$ cat src/rtl/afpl_pkg.sv
// ----------------------------------------------------------------------------
// afpl_pkg
// Shared widths, constants, command and status types of the arc free path
// length unit.
// ----------------------------------------------------------------------------
package afpl_pkg;

    localparam int COORD_WIDTH = 16;
    localparam int SPEED_W     = 16;
    localparam int RAD_W       = 12;
    localparam int CLR_W       = 16;
    localparam int LEN_W       = 24;
    localparam int CFG_IDX_W   = 1;

    // divider: |v| * 1024 / |w|
    localparam int FRAC_SH   = 10;
    localparam int QUO_W     = SPEED_W + FRAC_SH;
    localparam int REM_W     = SPEED_W + 1;
    localparam int DIV_STEPS = QUO_W;

    localparam int CY_W   = QUO_W + 1;
    localparam int DY_W   = CY_W + 1;
    localparam int MAG_W  = DY_W - 1;
    localparam int SQ_W   = 2 * MAG_W + 2;
    localparam int ROOT_STEPS = SQ_W / 2;
    localparam int ROOT_W = ROOT_STEPS;
    localparam int DIST_W = ROOT_W + 1;

    localparam int CORD_W     = 48;
    localparam int ANG_W      = 20;
    localparam int ANG_SHIFT  = 16;
    localparam int CORD_STEPS = 16;
    localparam int CORD_IDX_W = 4;
    localparam int LCO_W      = 20;
    localparam int PROD_W     = LCO_W + QUO_W;
    localparam int RND_W      = PROD_W + 1;

    localparam int CNT_W = 5;

    localparam logic signed [ANG_W-1:0] HALF_PI_Q16 = 20'sd102944;
    localparam logic signed [LEN_W-1:0] LEN_MAX     = 24'sd8388607;
    localparam logic signed [LEN_W-1:0] LEN_MIN     = -24'sd8388608;

    localparam logic [CFG_IDX_W-1:0] CFG_ROBOT_RADIUS    = 1'b0;
    localparam logic [CFG_IDX_W-1:0] CFG_CLEARANCE_LIMIT = 1'b1;

    typedef enum logic [4:0] {
        OP_NONE,
        OP_LOAD,
        OP_STRAIGHT,
        OP_DIV_INIT,
        OP_DIV_STEP,
        OP_DIV_DONE,
        OP_DY,
        OP_SQ,
        OP_SQRT_INIT,
        OP_SQRT_STEP,
        OP_DIST,
        OP_PCO_INIT,
        OP_CORD_STEP,
        OP_PCL_INIT,
        OP_LCO,
        OP_LEN_MUL,
        OP_LEN,
        OP_COMMIT,
        OP_EMIT
    } t_op;

    typedef struct packed {
        t_op              op;
        logic [CNT_W-1:0] step;
    } t_cmd;

    typedef struct packed {
        logic has_point;
        logic last_point;
        logic v_zero;
        logic w_zero;
        logic r_zero;
        logic at_centre;
        logic dist_far;
        logic out_free;
    } t_status;

    // atan(2^-i) in q16 radians
    function automatic logic signed [ANG_W-1:0] atan_q16(input logic [CORD_IDX_W-1:0] i);
        logic signed [ANG_W-1:0] a;
        case (i)
            4'd0:    a = 20'sd51472;
            4'd1:    a = 20'sd30386;
            4'd2:    a = 20'sd16055;
            4'd3:    a = 20'sd8150;
            4'd4:    a = 20'sd4091;
            4'd5:    a = 20'sd2047;
            4'd6:    a = 20'sd1024;
            4'd7:    a = 20'sd512;
            4'd8:    a = 20'sd256;
            4'd9:    a = 20'sd128;
            4'd10:   a = 20'sd64;
            4'd11:   a = 20'sd32;
            4'd12:   a = 20'sd16;
            4'd13:   a = 20'sd8;
            4'd14:   a = 20'sd4;
            4'd15:   a = 20'sd2;
            default: a = 20'sd0;
        endcase
        return a;
    endfunction

endpackage

$ cat src/rtl/afpl_ctrl.sv
// ----------------------------------------------------------------------------
// afpl_ctrl
// Sequencer: walks one word through the divide, square root and angle
// steps of the datapath and issues one command per cycle.
// ----------------------------------------------------------------------------
module afpl_ctrl
    import afpl_pkg::*;
(
    input  logic    i_clk,
    input  logic    i_rst_n,
    input  logic    i_in_valid,
    output logic    o_in_stall,
    input  t_status i_status,
    output t_cmd    o_cmd
);

    typedef enum logic [4:0] {
        S_IDLE,
        S_CHECK,
        S_DIV,
        S_DIV_DONE,
        S_DY,
        S_GEO,
        S_SQRT_INIT,
        S_SQRT,
        S_DIST,
        S_RANGE,
        S_CORD_PCO,
        S_PCL_INIT,
        S_CORD_PCL,
        S_LCO,
        S_LEN_MUL,
        S_LEN,
        S_COMMIT,
        S_FINISH
    } t_state;

    t_state           r_state, n_state;
    logic [CNT_W-1:0] r_cnt, n_cnt;
    t_op              op;

    localparam logic [CNT_W-1:0] DIV_LAST  = CNT_W'(DIV_STEPS - 1);
    localparam logic [CNT_W-1:0] ROOT_LAST = CNT_W'(ROOT_STEPS - 1);
    localparam logic [CNT_W-1:0] CORD_LAST = CNT_W'(CORD_STEPS - 1);

    always_comb begin
        n_state = r_state;
        n_cnt   = r_cnt;
        op      = OP_NONE;
        case (r_state)
            S_IDLE: begin
                if (i_in_valid) begin
                    op      = OP_LOAD;
                    n_state = S_CHECK;
                end
            end
            S_CHECK: begin
                if (!i_status.has_point || i_status.v_zero) begin
                    n_state = S_FINISH;
                end else if (i_status.w_zero) begin
                    op      = OP_STRAIGHT;
                    n_state = S_COMMIT;
                end else begin
                    op      = OP_DIV_INIT;
                    n_cnt   = '0;
                    n_state = S_DIV;
                end
            end
            S_DIV: begin
                op    = OP_DIV_STEP;
                n_cnt = r_cnt + 1'b1;
                if (r_cnt == DIV_LAST) begin
                    n_state = S_DIV_DONE;
                end
            end
            S_DIV_DONE: begin
                op      = OP_DIV_DONE;
                n_state = S_DY;
            end
            S_DY: begin
                op      = OP_DY;
                n_state = S_GEO;
            end
            S_GEO: begin
                // degenerate radius or point at the turn centre never hits
                if (i_status.r_zero || i_status.at_centre) begin
                    n_state = S_FINISH;
                end else begin
                    op      = OP_SQ;
                    n_state = S_SQRT_INIT;
                end
            end
            S_SQRT_INIT: begin
                op      = OP_SQRT_INIT;
                n_cnt   = '0;
                n_state = S_SQRT;
            end
            S_SQRT: begin
                op    = OP_SQRT_STEP;
                n_cnt = r_cnt + 1'b1;
                if (r_cnt == ROOT_LAST) begin
                    n_state = S_DIST;
                end
            end
            S_DIST: begin
                op      = OP_DIST;
                n_state = S_RANGE;
            end
            S_RANGE: begin
                if (i_status.dist_far) begin
                    n_state = S_FINISH;
                end else begin
                    op      = OP_PCO_INIT;
                    n_cnt   = '0;
                    n_state = S_CORD_PCO;
                end
            end
            S_CORD_PCO: begin
                op    = OP_CORD_STEP;
                n_cnt = r_cnt + 1'b1;
                if (r_cnt == CORD_LAST) begin
                    n_state = S_PCL_INIT;
                end
            end
            S_PCL_INIT: begin
                op      = OP_PCL_INIT;
                n_cnt   = '0;
                n_state = S_CORD_PCL;
            end
            S_CORD_PCL: begin
                op    = OP_CORD_STEP;
                n_cnt = r_cnt + 1'b1;
                if (r_cnt == CORD_LAST) begin
                    n_state = S_LCO;
                end
            end
            S_LCO: begin
                op      = OP_LCO;
                n_state = S_LEN_MUL;
            end
            S_LEN_MUL: begin
                op      = OP_LEN_MUL;
                n_state = S_LEN;
            end
            S_LEN: begin
                op      = OP_LEN;
                n_state = S_COMMIT;
            end
            S_COMMIT: begin
                op      = OP_COMMIT;
                n_state = S_FINISH;
            end
            S_FINISH: begin
                if (!i_status.last_point) begin
                    n_state = S_IDLE;
                end else if (i_status.out_free) begin
                    op      = OP_EMIT;
                    n_state = S_IDLE;
                end
            end
            default: begin
                n_state = S_IDLE;
            end
        endcase
    end

    always_ff @(posedge i_clk) begin
        if (!i_rst_n) begin
            r_state <= S_IDLE;
            r_cnt   <= '0;
        end else begin
            r_state <= n_state;
            r_cnt   <= n_cnt;
        end
    end

    assign o_in_stall = (r_state != S_IDLE);
    assign o_cmd.op   = op;
    assign o_cmd.step = r_cnt;

endmodule

$ cat config.mk
export PLATFORM = sky130hd
export DESIGN_NAME = afpl_ctrl
export DESIGN_NICKNAME = d
export VERILOG_FILES = /design/src/rtl/afpl_pkg.sv /design/src/rtl/afpl_ctrl.sv
export SDC_FILE = /design/constraint.sdc
export NUM_CORES = 1
export LEC_CHECK = 0
export BUFFER_PORTS_ARGS = -buffer_cell sky130_fd_sc_hd__buf_2
export CAP_MARGIN = 0
export CORE_MARGIN = 4
export CORE_UTILIZATION = 35
export CTS_BUF_LIST = sky130_fd_sc_hd__clkbuf_16
export DETAILED_ROUTE_END_ITERATION = 7
export GPL_TIMING_DRIVEN = 0
export HOLD_SLACK_MARGIN = 0.05
export PLACE_DENSITY = 0.66
export REMOVE_ABC_BUFFERS = 1
export SLEW_MARGIN = 20
export SYNTH_ARGS = -nofsm -noshare
export SYNTH_HDL_FRONTEND = slang
export SYNTH_SLANG_ARGS = --single-unit
$ cat constraint.sdc
create_clock -name i_clk -period 3.25 [get_ports i_clk]
set_clock_uncertainty 0.05 [all_clocks]
set_input_delay 0.4875 -clock i_clk [delete_from_list [all_inputs] [get_ports i_clk]]
set_output_delay 0.4875 -clock i_clk [all_outputs]
set_load 0.01 [all_outputs]
Word-level counts from Yosys, hierarchy flattened
Cells that the tools add are included.
- $add $sub $neg: 1
- equal/unequal tests: 29
- muxes and demuxes: 24
- reduce and logical (&&, ||, !) cells: 11
- operators with widths (kind ; number):
    $pmux 5 s18 ; 1
    $pmux 5 s17 ; 1
    $mux 5 ; 16
    $eq 5x4->1 const B ; 9
    $eq 5x3->1 const B ; 4
    $eq 5x5->1 const B ; 4
    $pmux 5 s4 ; 1
    $ne 2x2->1 const B ; 8
    $eq 5x2->1 const B ; 2
    $reduce_and 6->1 ; 1
    $add 5x1->5 const B ; 1
    $eq 5x1->1 const B ; 1
    $logic_not 5->1 ; 1
    $reduce_bool 5->1 ; 1
    $mux 4 ; 1
    $reduce_and 4->1 ; 1
    $reduce_bool 4->1 ; 1
    $reduce_or 2->1 ; 2
    $reduce_or 4->1 ; 1
    $mux 3 ; 1
    $ne 3x3->1 const B ; 1
    $logic_or 1x1->1 ; 2
    $mux 1 ; 2
    $mux 2 ; 1
    $logic_not 1->1 ; 1
- register bits after elaboration: 10
- input bits: 11
- output and inout bits: 11
- word-level logic and storage cells: 67

Longest topological paths before layout
- word-level depth: 4
- gate-level depth with buffers: 8
- gate-level depth less buffers: 8

Least setup slack after synthesis
OpenSTA, ideal clock, no wires.
- path kind: reg2reg
- start: register r_cnt[0]
- end: register r_state[3]
- library setup time: 0.115 ns
- data arrival time: 2.005 ns
- data required time: 3.085 ns
- path slack: 1.080 ns
- stages on the path, launching flop included: 9
- path buffers: 0
- period minus slack after synthesis: 2.170 ns
- path through: dfxtp_1 > ha_1 > and3_1 > ha_1 > or4b_1 > o32ai_2 > a311oi_2 > nor3b_1 > o21a_1
- word-level cells in the longest chain between the ends: 3
- elaborated cells between the ends (all ways): 8
- those cells by class: eq/ne: 7; reduce/logical: 1
- RTL lines (what ; RTL line ; text):
    start: declaration ; afpl_ctrl.sv:39 ; logic [CNT_W-1:0] r_cnt, n_cnt;
    start signal: assignment ; afpl_ctrl.sv:173 ; r_cnt <= n_cnt;
    $eq 5x4->1, or another cell as far along ; afpl_ctrl.sv:121, afpl_ctrl.sv:133 ;
    $ne 2x2->1 (no source line) ; n/a ;
    $reduce_and 6->1 (no source line) * ; n/a ;
    end signal: assignment ; afpl_ctrl.sv:172 ; r_state <= n_state;
    end: declaration ; afpl_ctrl.sv:38 ; t_state r_state, n_state;
Mark *: on every way between the ends. The rest lies on a longest branch, timed or not.
A chain may end at the register's enable or synchronous reset.

==> results.md <==
- Peak VDD IR: about 0.00028 V
- Combinational power share: 22.9%
- DP Area: 1170 sq um
- Nets@finish: approximately 170
- Routed wire per std cell: approximately 13 microns
- CTS buffer count: 3
- Sequential power share: between 30% and 40%
- Clock share of power: between 40% and 50%
- Final wirelength: approximately 2.7 mm
- Max Slew Vio Count: 0
- DR DRC count: 0
- Setup repair bufs after CTS: 0
- Total power: about 480 uW
- Design area: roughly 1300 sq um
- WS Path Type: reg -> out
- Setup ws final: around 0.63 ns
- DP HPWL: 1.97 mm
- Final setup violation count: 0
- DRT iter0 DRCs: roughly 160
- EDFF count, synth: 0
- Main synth FF type: dfxtp_1
- Register area share after synthesis: between 10% and 20%
- Area delta synth->final: 13.4%
- Starting density of the core: a little over a third
- Grt total ovfl: 0
- Clk buf depth: 2
- Max Freq: ~380 MHz
- Final Cycle Share: 80.6%
- IO buf count: 21
- Flops & latches, synth: 10
- Setup TNS: 0 ns
- Via Count: ~1,100
- Post-Synthesis Cells: 141
- Antenna fix cells: 0
- Worst-Skew Late Latency: approximately 0.23 ns
- Antenna-violating nets left: 0
- Clk slew on worst S/H paths: about 0.040 ns
- Largest net degree at the start of global routing: 32
- Arrival time at the worst endpoint: 2.08 ns
- H-tree levels: 1
- Synthesis Warnings: 0
- Crit-path max FO: 31
- Synth top area share: ~18%
- Initial antenna violation count: 0
- Setup crit start kind: register
- Run status: finished clean
- Int Power: around 340 uW
- Yosys cell types: 53
- # Max-Cap Violations: 0
- GP Congestion: 0.815
- Fillers: 322
- Die W: about 64 microns
- Synth area leaders: dfxtp_1 (18%), a21oi_1 (5.4%), buf_6 (5.1%), nor2_1 (4.8%), ha_1 (3.4%)
- Hold Buf Count CTS: 0
- Slew margin rel.: between 30% and 40%
- First-pass GRT wire length: about 4.6 mm
- Post-synth ARST share: 0%
- Setup crit end kind: output port
- Layout cells sized above 1: around a fifth
- Resized Gates After CTS: 0
- Drt first pass iters: 4
- Root buf cell: clkbuf_16
- Core Box Area: ~3000 sq um
- Cell Pwr Density: around 380 nW/um^2
- RSZ-0062 raised after global routing: false
- Cell taking the most area after synthesis: dfxtp_1
- Clock period minus worst slack: around 2.6 ns
- CTS sink cnt: 10
- Overall Global Routing Usage: 13.5%
- Syn avg cell area: just under 8 sq um
- Die area: 4120 sq um
- DIE HEIGHT: about 64 microns
- Worst Tran Pin Value: roughly 0.97 ns
- Synthesized cell area: around 1100 sq um
- Pleak: around 0.00051 uW
- Dpl ws: slightly below 0.9 ns
- HP Class: in -> reg
- # IOs: 22
- Net Sw Frac: 29.0%
- Hold Fails Final Rpt: 0
- TritonCTS clock tree: built
- WP data required: around 2.7 ns
- Number of cell rows: 20
- Switching power: 139 uW
- Worst hold slack: 0.487 ns
- Vias in the first global route: roughly 1,000
- Vias/cell: 5.39
==> kinds of logic after synthesis <==
family | Yosys count | synth area share (%)
and+or+nand+nor | 60 | 33.3
AOI/OAI and AO/OA | 46 | 31.0
buffers and inverters | 18 | 9.98
DFF | 10 | 18.1
muxes | 3 | 2.72
adders and majority gates | 3 | 3.40
xor gates and xnor gates | 1 | 1.47
==> layer usage <==
layer,GRT usage (%),vias up,part of all wire [%]
met5,0,-,0
met1,17.4,475,45
met4,2.64,0,0
met2,22.7,28,49
li1,-,559,-
met3,3.51,0,6.4
==> synthesized netlist by cell type (2+ instances only) <==
master	number
a21oi_1	12
nor2b_1	6
o21a_1	2
o32ai_1	3
mux2i_1	3
o21ai_0	6
inv_1	5
nand2b_1	5
nand4b_1	3
and3_1	2
o21ai_1	4
nor3_1	2
nor3b_1	4
buf_6	5
a32oi_1	2
nand3_1	4
o22ai_1	3
nor2_1	14
a21o_1	2
clkbuf_1	5
nand2_1	6
dfxtp_1	10
ha_1	3
==> sequential cells by signal (all words and copies together), names as in the netlist <==
register and flops:
r_cnt 5, r_state 5
==> final timing paths <==
kind	start	end	slack, ns	depth (start not counted)
min reg2reg	r_cnt[4]	r_cnt[4]	0.49	2
max	r_state[2]	o_cmd[5]	0.63	5
max reg2reg	r_state[1]	r_cnt[3]	0.86	5
min	i_rst_n	r_state[3]	0.49	2
==> power groups by stage <==
stage / clock [uW] / sequential (uW) / combinational (uW)
floorplan: 0 / 150 / 79.5
global placement: 0 / 157 / 108
detailed placement: 0 / 158 / 111
CTS: 219 / 156 / 111
global route: 228 / 161 / 125
finish: 215 / 156 / 110
==> layout make-up <==
cell class	count	area, sq um	share of cell area, %
repair buffers	21	105	8.40
well taps	44	55.1	4.40
inverters	5	18.8	1.50
multi-input cells	113	793	63.4
flip-flops and latches	10	200	16.0
clock buffers	3	75.1	6.00
clock inverters	1	3.75	0.300
==> placed cells by master (no fill, tap or decap), drive strengths merged, types with 3 or more instances in the layout <==
cell type,instances
buf,21
nor3b,4
nand3,4
nor2,14
ha,3
mux2i,3
a21oi,12
and3,3
dfxtp,10
inv,5
o32ai,4
o21ai,10
nand4b,3
clkbuf,3
nand2,6
nor2b,6
nand2b,5
o22ai,3
==> critical path: stages, from the launching register on <==
cell and delay (ns):
dfxtp_1 0.95, and3b_1 0.34, o21a_1 0.13, a21oi_1 0.04
o221ai_1 0.21, buf_2 0.18
==> per-stage QoR <==
step                util (%)  cells
CTS                     41.3    197
detailed placement      38.7    193
global route            41.3    197
finish                  41.3    197
global placement        38.7    193
floorplan                  -    128
(Power assumes the default switching activity.)
